### src/hdl/utf8d_pkg.sv
// Package with the shared request and result types and status codes of the UTF-8 decoder.
`default_nettype none
package utf8d_pkg;

  localparam int unsigned ByteW = 8;
  localparam int unsigned CodePointW = 21;
  localparam int unsigned StatusW = 2;

  localparam logic [StatusW-1:0] STATUS_OK = 2'd0;
  localparam logic [StatusW-1:0] STATUS_ILLEGAL = 2'd1;
  localparam logic [StatusW-1:0] STATUS_INCOMPLETE = 2'd2;

  typedef struct packed {
    logic [ByteW-1:0] data_byte;
    logic             end_of_stream;
  } request_t;

  typedef struct packed {
    logic [CodePointW-1:0] char_value;
    logic [StatusW-1:0]    status;
  } result_t;

endpackage
`default_nettype wire

### src/hdl/utf8d_in_reg.sv
// Input register stage that holds one accepted request until the decoder core takes it.
`default_nettype none
module utf8d_in_reg (
  input  wire logic              clk,
  input  wire logic              rst,
  input  wire logic              item_valid,
  output logic                   item_ready,
  input  wire utf8d_pkg::request_t item,
  output logic                   stage_valid,
  input  wire logic              stage_take,
  output utf8d_pkg::request_t    stage_item
);

  assign item_ready = !stage_valid || stage_take;

  always_ff @(posedge clk) begin
    if (rst) begin
      stage_valid <= 1'b0;
    end else if (item_ready) begin
      stage_valid <= item_valid;
    end
  end

  always_ff @(posedge clk) begin
    if (item_valid && item_ready) begin
      stage_item <= item;
    end
  end

endmodule
`default_nettype wire

### src/hdl/utf8d_core.sv
// Decoder core: sequence state, strict well-formedness check and the result register.
`default_nettype none
module utf8d_core (
  input  wire logic                clk,
  input  wire logic                rst,
  input  wire logic                stage_valid,
  output logic                     stage_take,
  input  wire utf8d_pkg::request_t stage_item,
  output logic                     result_valid,
  input  wire logic                result_ready,
  output utf8d_pkg::result_t       result
);

  logic [2:0] seq_len;
  logic [2:0] seq_len_next;
  logic [1:0] count;
  logic [1:0] count_next;
  logic [7:0] held [3];
  logic       held_we;
  logic       emit;
  logic       seq_ok;
  logic [utf8d_pkg::CodePointW-1:0] seq_val;
  utf8d_pkg::result_t res_next;
  logic [7:0] b;
  logic       advance;

  assign advance = !result_valid || result_ready;
  assign stage_take = stage_valid && advance;
  assign b = stage_item.data_byte;

  function automatic logic is_cont(input logic [7:0] v);
    return v[7:6] == 2'b10;
  endfunction

  // Strict table check of a complete sequence, last byte taken straight from the stage.
  always_comb begin
    seq_ok = 1'b0;
    seq_val = '0;
    case (seq_len)
      3'd2: begin
        seq_ok = held[0] >= 8'hC2 && held[0] <= 8'hDF && is_cont(b);
        seq_val = {10'd0, held[0][4:0], b[5:0]};
      end
      3'd3: begin
        if (held[0] == 8'hE0) begin
          seq_ok = held[1] >= 8'hA0 && held[1] <= 8'hBF;
        end else if (held[0] == 8'hED) begin
          seq_ok = held[1] >= 8'h80 && held[1] <= 8'h9F;
        end else begin
          seq_ok = is_cont(held[1]);
        end
        seq_ok = seq_ok && is_cont(b);
        seq_val = {5'd0, held[0][3:0], held[1][5:0], b[5:0]};
      end
      default: begin
        if (held[0] == 8'hF0) begin
          seq_ok = held[1] >= 8'h90 && held[1] <= 8'hBF;
        end else if (held[0] >= 8'hF1 && held[0] <= 8'hF3) begin
          seq_ok = is_cont(held[1]);
        end else if (held[0] == 8'hF4) begin
          seq_ok = held[1] >= 8'h80 && held[1] <= 8'h8F;
        end else begin
          seq_ok = 1'b0;
        end
        seq_ok = seq_ok && is_cont(held[2]) && is_cont(b);
        seq_val = {held[0][2:0], held[1][5:0], held[2][5:0], b[5:0]};
      end
    endcase
  end

  always_comb begin
    seq_len_next = seq_len;
    count_next = count;
    held_we = 1'b0;
    emit = 1'b0;
    res_next.char_value = '0;
    res_next.status = utf8d_pkg::STATUS_OK;
    if (seq_len == 3'd0) begin
      if (b < 8'h80) begin
        emit = 1'b1;
        res_next.char_value = {13'd0, b};
      end else if (b < 8'hC0) begin
        emit = 1'b1;
        res_next.status = utf8d_pkg::STATUS_ILLEGAL;
      end else begin
        held_we = 1'b1;
        count_next = 2'd1;
        seq_len_next = (b >= 8'hF0) ? 3'd4 : (b >= 8'hE0) ? 3'd3 : 3'd2;
        if (stage_item.end_of_stream) begin
          emit = 1'b1;
          res_next.status = utf8d_pkg::STATUS_INCOMPLETE;
        end
      end
    end else if ({1'b0, count} + 3'd1 >= seq_len) begin
      emit = 1'b1;
      if (seq_ok) begin
        res_next.char_value = seq_val;
      end else begin
        res_next.status = utf8d_pkg::STATUS_ILLEGAL;
      end
    end else begin
      held_we = 1'b1;
      count_next = count + 2'd1;
      if (stage_item.end_of_stream) begin
        emit = 1'b1;
        res_next.status = utf8d_pkg::STATUS_INCOMPLETE;
      end
    end
    // Any result sends the sequence state back to idle.
    if (emit) begin
      seq_len_next = 3'd0;
      count_next = 2'd0;
    end
  end

  always_ff @(posedge clk) begin
    if (rst) begin
      seq_len <= 3'd0;
      count <= 2'd0;
    end else if (stage_take) begin
      seq_len <= seq_len_next;
      count <= count_next;
    end
  end

  // The held count is the slot for the incoming byte while a sequence is being gathered.
  always_ff @(posedge clk) begin
    if (stage_take && held_we) begin
      held[count] <= b;
    end
  end

  always_ff @(posedge clk) begin
    if (rst) begin
      result_valid <= 1'b0;
    end else if (advance) begin
      result_valid <= stage_valid && emit;
    end
  end

  always_ff @(posedge clk) begin
    if (stage_take && emit) begin
      result <= res_next;
    end
  end

endmodule
`default_nettype wire

### src/hdl/utf8_validating_decoder.sv
// Top level of the strict UTF-8 decoder: input register stage feeding the decoder core.
// A request held in the input stage has its result, if any, registered when the core takes it.
// Throughput: one byte per cycle unless results stall; result and input stage advance together.
// A stalled result holds the pipeline, and the input stage takes a new byte as the core drains it.
// Reset (rst, synchronous, active high) empties both stages and returns the decoder to idle.
`default_nettype none
module utf8_validating_decoder (
  input  wire logic                clk,
  input  wire logic                rst,
  input  wire logic                item_valid,
  output logic                     item_ready,
  input  wire utf8d_pkg::request_t item,
  output logic                     result_valid,
  input  wire logic                result_ready,
  output utf8d_pkg::result_t       result
);

  logic                stage_valid;
  logic                stage_take;
  utf8d_pkg::request_t stage_item;

  utf8d_in_reg u_in_reg (
    .clk         (clk),
    .rst         (rst),
    .item_valid  (item_valid),
    .item_ready  (item_ready),
    .item        (item),
    .stage_valid (stage_valid),
    .stage_take  (stage_take),
    .stage_item  (stage_item)
  );

  utf8d_core u_core (
    .clk          (clk),
    .rst          (rst),
    .stage_valid  (stage_valid),
    .stage_take   (stage_take),
    .stage_item   (stage_item),
    .result_valid (result_valid),
    .result_ready (result_ready),
    .result       (result)
  );

endmodule
`default_nettype wire

### config.mk
export PLATFORM = sky130hd
export DESIGN_NAME = utf8_validating_decoder
export DESIGN_NICKNAME = d
export VERILOG_FILES = /design/src/hdl/utf8d_pkg.sv /design/src/hdl/utf8d_in_reg.sv /design/src/hdl/utf8d_core.sv /design/src/hdl/utf8_validating_decoder.sv
export SDC_FILE = /design/constraint.sdc
export NUM_CORES = 1
export LEC_CHECK = 0
export BUFFER_PORTS_ARGS = -buffer_cell sky130_fd_sc_hd__buf_2
export CORE_ASPECT_RATIO = 0.6
export CORE_MARGIN = 2
export CORE_UTILIZATION = 55
export DETAILED_ROUTE_END_ITERATION = 8
export PLACE_DENSITY = 0.84
export RECOVER_POWER = 25
export SKIP_LAST_GASP = 1
export SLEW_MARGIN = 20
export SYNTH_ARGS = -nofsm -noshare
export SYNTH_HDL_FRONTEND = slang
export SYNTH_SLANG_ARGS = --single-unit
### constraint.sdc
create_clock -name clk -period 4.3 [get_ports clk]
set_clock_uncertainty 0.15 [all_clocks]
set_input_delay 0.86 -clock clk [delete_from_list [all_inputs] [get_ports clk]]
set_output_delay 0.86 -clock clk [all_outputs]
set_load 0.03 [all_outputs]
==> Yosys cells after proc, flatten, opt, wreduce, memory -nomap -nowiden <==
Memories as Yosys holds them, arrays and structs flattened.
Cells that the tools add are included.
Widths: inputs -> output; s select.
{ "totals": {"regBits": 39, "elab_cells": 104, "in_bits": 13, "memories": 1, "mem_bits_rw": 24, "out_inout_bits": 25} }
{ "op_classes": {"eq_ne": 14, "reduce_logical": 24, "n_lt_le_gt_ge": 15, "muxes": 40, "n_addsub": 2} }
{ "memory_table": {"columns": ["name", "words", "width", "rd", "rd_ports_with_merged_regs", "write_ports", "line", "rtl"], "rows": [
  ["u_core.held", 3, 8, 3, 0, 1, "utf8d_core.sv:18", "logic [7:0] held [3];"]
]} }
{ "op_table": {"columns": ["cell", "count"], "rows": [
  ["$ge 8x8->1 const B", 7],
  ["$mux 21", 2],
  ["$pmux 21 s2", 1],
  ["$le 8x8->1 const B", 5],
  ["$eq 8x8->1 const B", 4],
  ["$mux 23", 1],
  ["$mux 1", 20],
  ["$mux 2", 9],
  ["$lt 8x8->1 const B", 2],
  ["$logic_and 1x1->1", 15],
  ["$mux 3", 5],
  ["$mux 8", 1],
  ["$reduce_and 4->1", 2],
  ["$eq 2x2->1 const B", 3],
  ["$eq 3x2->1 const B", 2],
  ["$ne 3x2->1 const B", 2],
  ["$ne 2x1->1 const B", 2],
  ["$add 2x1->3 const B", 1],
  ["$ge 3x3->1", 1],
  ["$logic_not 3->1", 1],
  ["$ne 3x1->1 const B", 1],
  ["$add 2x1->2 const B", 1],
  ["$logic_not 1->1", 2],
  ["$logic_or 1x1->1", 2],
  ["other kinds (3)", 3]
]} }

==> Logic depth before layout (Yosys ltp) <==
An unclocked memory read counts as a cell.
{ "logic_depth": {"ltp_word": 13, "depth_mapped": 8, "ltp_nobuf": 7} }

==> Modules after synthesis <==
From an unflattened synthesis, not the netlist that was laid out.
{ "unflattened": {"hier_cells": 192, "hier_area_um2": 2723.9} }
{ "by_module_without_submodules": {"columns": ["mod", "area_each_um2", "cells_each", "seq_area_each_um2", "n_inst"], "rows": [
  ["utf8d_core", 2398.6, 178, 1531.5, 1],
  ["utf8d_in_reg", 325.3, 14, 290.3, 1]
]} }

==> Worst setup path after synthesis <==
Ideal clock, no wire load.
{ "synth_path": {"path_type": "register -> register", "startpoint": "register u_core.count[0]", "endpoint": "register, netlist name u_core.result[0]", "t_required_ps": 3747, "slack_ps": 1305, "setup_ps": 403, "t_arrival_ps": 2442, "stages_incl_launch_ff": 8, "synth_period_minus_slack_ps": 2995, "path_buffers": 0, "path_cell_list": "dfxtp_1 inv_1 ha_1 ha_1 a21o_2 a2111oi_2 a21o_1 nor2_1"} }
{ "synth_via": {"elab_chain_cells": 5} }
{ "synth_rtl": {"columns": ["item", "line", "rtl"], "rows": [
  ["from (decl)", "utf8d_core.sv:16", "logic [1:0] count;"],
  ["from (signal assigned)", "utf8d_core.sv:122", "count <= count_next;"],
  ["$add 2x1->3", "utf8d_core.sv:94", "end else if ({1'b0, count} + 3'd1 >= seq_len) begin"],
  ["$ge 3x3->1", "utf8d_core.sv:94", null],
  ["$mux 1", "utf8d_core.sv:94", null],
  ["$mux 1", "utf8d_core.sv:78", "if (seq_len == 3'd0) begin"],
  ["$logic_and 1x1->1", "utf8d_core.sv:142", "if (stage_take && emit) begin"]
]} }
Every way passes these cells.
A chain may end at the register's enable or synchronous reset.

==> Final worst setup path <==
{ "layout_path": {"startpoint": "register u_core.seq_len[0]", "endpoint": "register, netlist name u_core.result[10]"} }
{ "layout_via": {"elab_chain_cells": 4, "word_cells_on_any_way": 5} }
{ "layout_rtl": {"columns": ["item", "line", "rtl"], "rows": [
  ["from (decl)", "utf8d_core.sv:14", "logic [2:0] seq_len;"],
  ["from (signal assigned)", "utf8d_core.sv:121", "seq_len <= seq_len_next;"],
  ["$ge 3x3->1", "utf8d_core.sv:94", null],
  ["$mux 1", "utf8d_core.sv:94", null],
  ["$mux 1 *", "utf8d_core.sv:78", null],
  ["$logic_and 1x1->1 *", "utf8d_core.sv:142", null]
]} }
Every way passes the cells marked *; elsewhere a longest branch is shown, timed or not.

==> flow_summary.json <==
{
  "vdd_drop_max_mv": 0.257,
  "final_util_pct": 67.1,
  "nFillCells": 342,
  "netlist.top_cell.by_area": "edfxtp_1",
  "antenna_found_initial": 0,
  "ios": 38,
  "dp_hpwl_um": 3480,
  "cellPowerDensity_nw_per_um2": 386,
  "wl_per_cell_um": 16.2,
  "cts_tree": "yes",
  "routed_wl_um": 4910,
  "die_area_um2": 5550,
  "hold_depth": 2,
  "avgViaCountPerCell": 5.73,
  "drt_first_pass_iters": 4,
  "seq_area_frac_synth_pct": 66.9,
  "synth_seq_cells": 63,
  "synth_area_leaders": "edfxtp_1 (62%), dfxtp_1 (5.1%), ha_1 (3.2%)",
  "grt_max_degree": 24,
  "switching_share_pct": 24.1,
  "cpPeakStageDelay_ps": 740,
  "crit_type": "register to register",
  "postSynth.asyncResetShare_pct": 0,
  "period_needed_ps": 2930,
  "drive_gt1_share_pct": 29.0,
  "reg2reg_depth": 7,
  "crit_family": "compound AO/OA/AOI/OAI gates",
  "num_vias": 1742,
  "register_area_um2": 1820,
  "grt_pass1_vias": 1513,
  "synth.avg_cell_area_um2": 14.1,
  "path_buf_inv": 1,
  "cp-end-kind": "register",
  "cts.reportedPaths.clkPinSlew_ps": 70,
  "area_growth_pct": 14.8,
  "route.met2.wl_um": 1890,
  "port_buffers": 37,
  "clkLatencyLatePin_ps": 340,
  "grt_pass1_wl_um": 7760,
  "final-max-slew-violation-count": 0,
  "power_mw": 1.21,
  "coreArea_um2": 4660,
  "r2r_setup_slack_ps": 1370,
  "multiInputGateArea_um2": 836,
  "cap_viol_max_count": 0,
  "insertedDiodeCount": 0,
  "cts_resized": 0,
  "fmax_mhz": 341,
  "met1Wirelength_um": 2290,
  "critPathSlowestCell": "dfxtp_1",
  "highest_layer": "met4",
  "cts-root-buf": "clkbuf_8",
  "htree_levels": 3,
  "hold_viol": 0,
  "synth_area_um2": 2720,
  "required_ps": 4220,
  "postSynthCellCount": 193,
  "synth-main-ff-cell": "edfxtp_1",
  "min_to": "u_core.count[1]$_SDFFE_PP0P_",
  "clock_path_buffers": 2,
  "p_leak_nw": 1.16,
  "route.detailed.drc": 0,
  "syn_nets": 213,
  "met3_length_um": 703,
  "place.gp.congestion": 0.878,
  "nets": 256,
  "finalSetupViolations": 0,
  "holdWs_ps": 346,
  "dieHeight_um": 58.5,
  "synthDistinctLibCells": 46,
  "post_cts_buffers": 0,
  "r2r_start": "u_core.seq_len[0]$_SDFFE_PP0P_",
  "min_from": "u_core.count[1]$_SDFFE_PP0P_",
  "r2r-end": "u_core.result[10]$_SDFFCE_PP0P_",
  "clockPowerShare_pct": 37.4,
  "yosysWarnings": 0,
  "hold_path.class": "register to register",
  "ant_nets": 0,
  "finalCritPeriodShare_pct": 68.1,
  "p_comb_share_pct": 5.0,
  "maxSlewHeadroom_pct": 46.1,
  "final.setup.tns_ps": 0,
  "overflow": 0,
  "track_usage_pct": 20.1,
  "synth_top_area_share_pct": 61.7,
  "cp_cell_sequence": "ha_1 > nand2b_1 > a21o_2 > a2111oi_2 > a21o_1 > nor2_2 > buf_4",
  "start_util_pct": 58.5,
  "synth-edff-count": 56,
  "cp.arrival_ps": 2850,
  "die_w_um": 94.9,
  "intPower_mw": 0.917,
  "ctsHoldBuffers": 0,
  "outcome": "complete, no violations",
  "netSwitchingPower_mw": 0.292,
  "rsz0062_at_grt": "no",
  "drt_iter0_markers": 176,
  "startpoint_type": "register",
  "numClockSinks": 63,
  "cts_made_buffers": 9,
  "tightest_slew_ps": 802,
  "worstPathMaxFanout": 23,
  "row_count": 19,
  "p_seq_share_pct": 57.6
}
sequential cells by signal (all words and copies together) (netlist names):
register	flops
u_core.result	23
u_core.seq_len	3
u_core.result_valid	1
u_core.held	24
u_core.count	2
u_in_reg.stage_valid	1
u_in_reg.stage_item	9
kinds of logic (layout without fill, tap and decap cells):
| kind of cell | count (synthesis) | count (layout) | share of synthesized area (%) |
|---|---|---|---|
| mux | 6 | 6 | 2.20 |
| flops | 63 | 63 | 66.9 |
| fa+ha+maj | 7 | 7 | 3.22 |
| compound gates | 42 | 42 | 12.0 |
| buf+inv | 11 | 59 | 2.53 |
| simple gates | 64 | 64 | 13.1 |
power groups by stage:
stage	Sequential [mW]	Clock (mW)	Combinational [mW]
floorplan	0.721	0	0.0254
global placement	0.709	0	0.0598
detailed placement	0.709	0	0.0612
CTS	0.695	0.462	0.0611
global route	0.697	0.492	0.0666
finish	0.695	0.452	0.0608
tightest hold or removal path: cells and delay by family (launching register included):
kind / cells / cell delay, ps
AND/OR/NAND/NOR: 1 / 60
AO/OA/AOI/OAI: 1 / 50
flip-flops: 1 / 340
routing by layer:
metal,vias up,global-route usage (%)
met4,0,7.66
met2,93,23.7
li1,831,-
met1,816,30.7
met3,2,10.5
met5,-,0
synthesized netlist by cell type, types with 2 or more instances:
cell type / count
inv_1: 5
a211oi_2: 5
o21a_1: 6
nand3_1: 9
and4bb_1: 2
ha_1: 7
and3_1: 9
nand2_1: 16
nor2_1: 10
dfxtp_1: 7
nand2b_1: 2
o21ai_0: 6
a21o_1: 2
a21oi_1: 9
mux2i_1: 6
and2_1: 3
a21oi_2: 3
nor4_1: 3
edfxtp_1: 56
cell usage in the layout, fill, tap and decap left out, types with 7 or more instances in the layout:
cell type / n
nor2_1: 9
nand2_1: 16
clkbuf_8: 9
buf_2: 37
nand3_1: 9
a21oi_1: 9
edfxtp_1: 56
dfxtp_1: 7
and3_1: 9
ha_1: 7
layout make-up:
cell class | instances | share of cell area (%)
clock buffers | 9 | 3.96
clock inverters | 7 | 1.76
inverters | 5 | 0.600
multi-input cells | 119 | 26.7
flip-flops and latches | 63 | 58.3
well taps | 63 | 2.52
repair buffers | 38 | 6.16
metrics by stage:
step                      setup slack, ps  area, um^2  cells
final                                1370        3130    304
after global routing                 1190        3130    304
after detailed placement             1410        2950    288
after global placement               1470        2950    288
after floorplan                      1310        2720    193
after CTS                            1380        3130    304
worst max-delay path by stage:
stage	startpoint	to	slack (ps)	depth (start not counted)
final	u_core.seq_len[0]$_SDFFE_PP0P_	u_core.result[10]$_SDFFCE_PP0P_	1370	7
after global routing	u_core.seq_len[0]$_SDFFE_PP0P_	u_core.result[10]$_SDFFCE_PP0P_	1190	7
after CTS	u_core.seq_len[0]$_SDFFE_PP0P_	u_core.result[12]$_SDFFCE_PP0P_	1380	7
after detailed placement	u_core.seq_len[0]$_SDFFE_PP0P_	u_core.result[21]$_SDFFCE_PP0P_	1410	7
after global placement	u_core.seq_len[0]$_SDFFE_PP0P_	u_core.result[20]$_SDFFCE_PP0P_	1470	7
after floorplan	u_core.count[0]$_SDFFE_PP0P_	u_core.result[0]$_DFFE_PP_	1310	7
No activity file was read; power rests on OpenSTA's default activity.
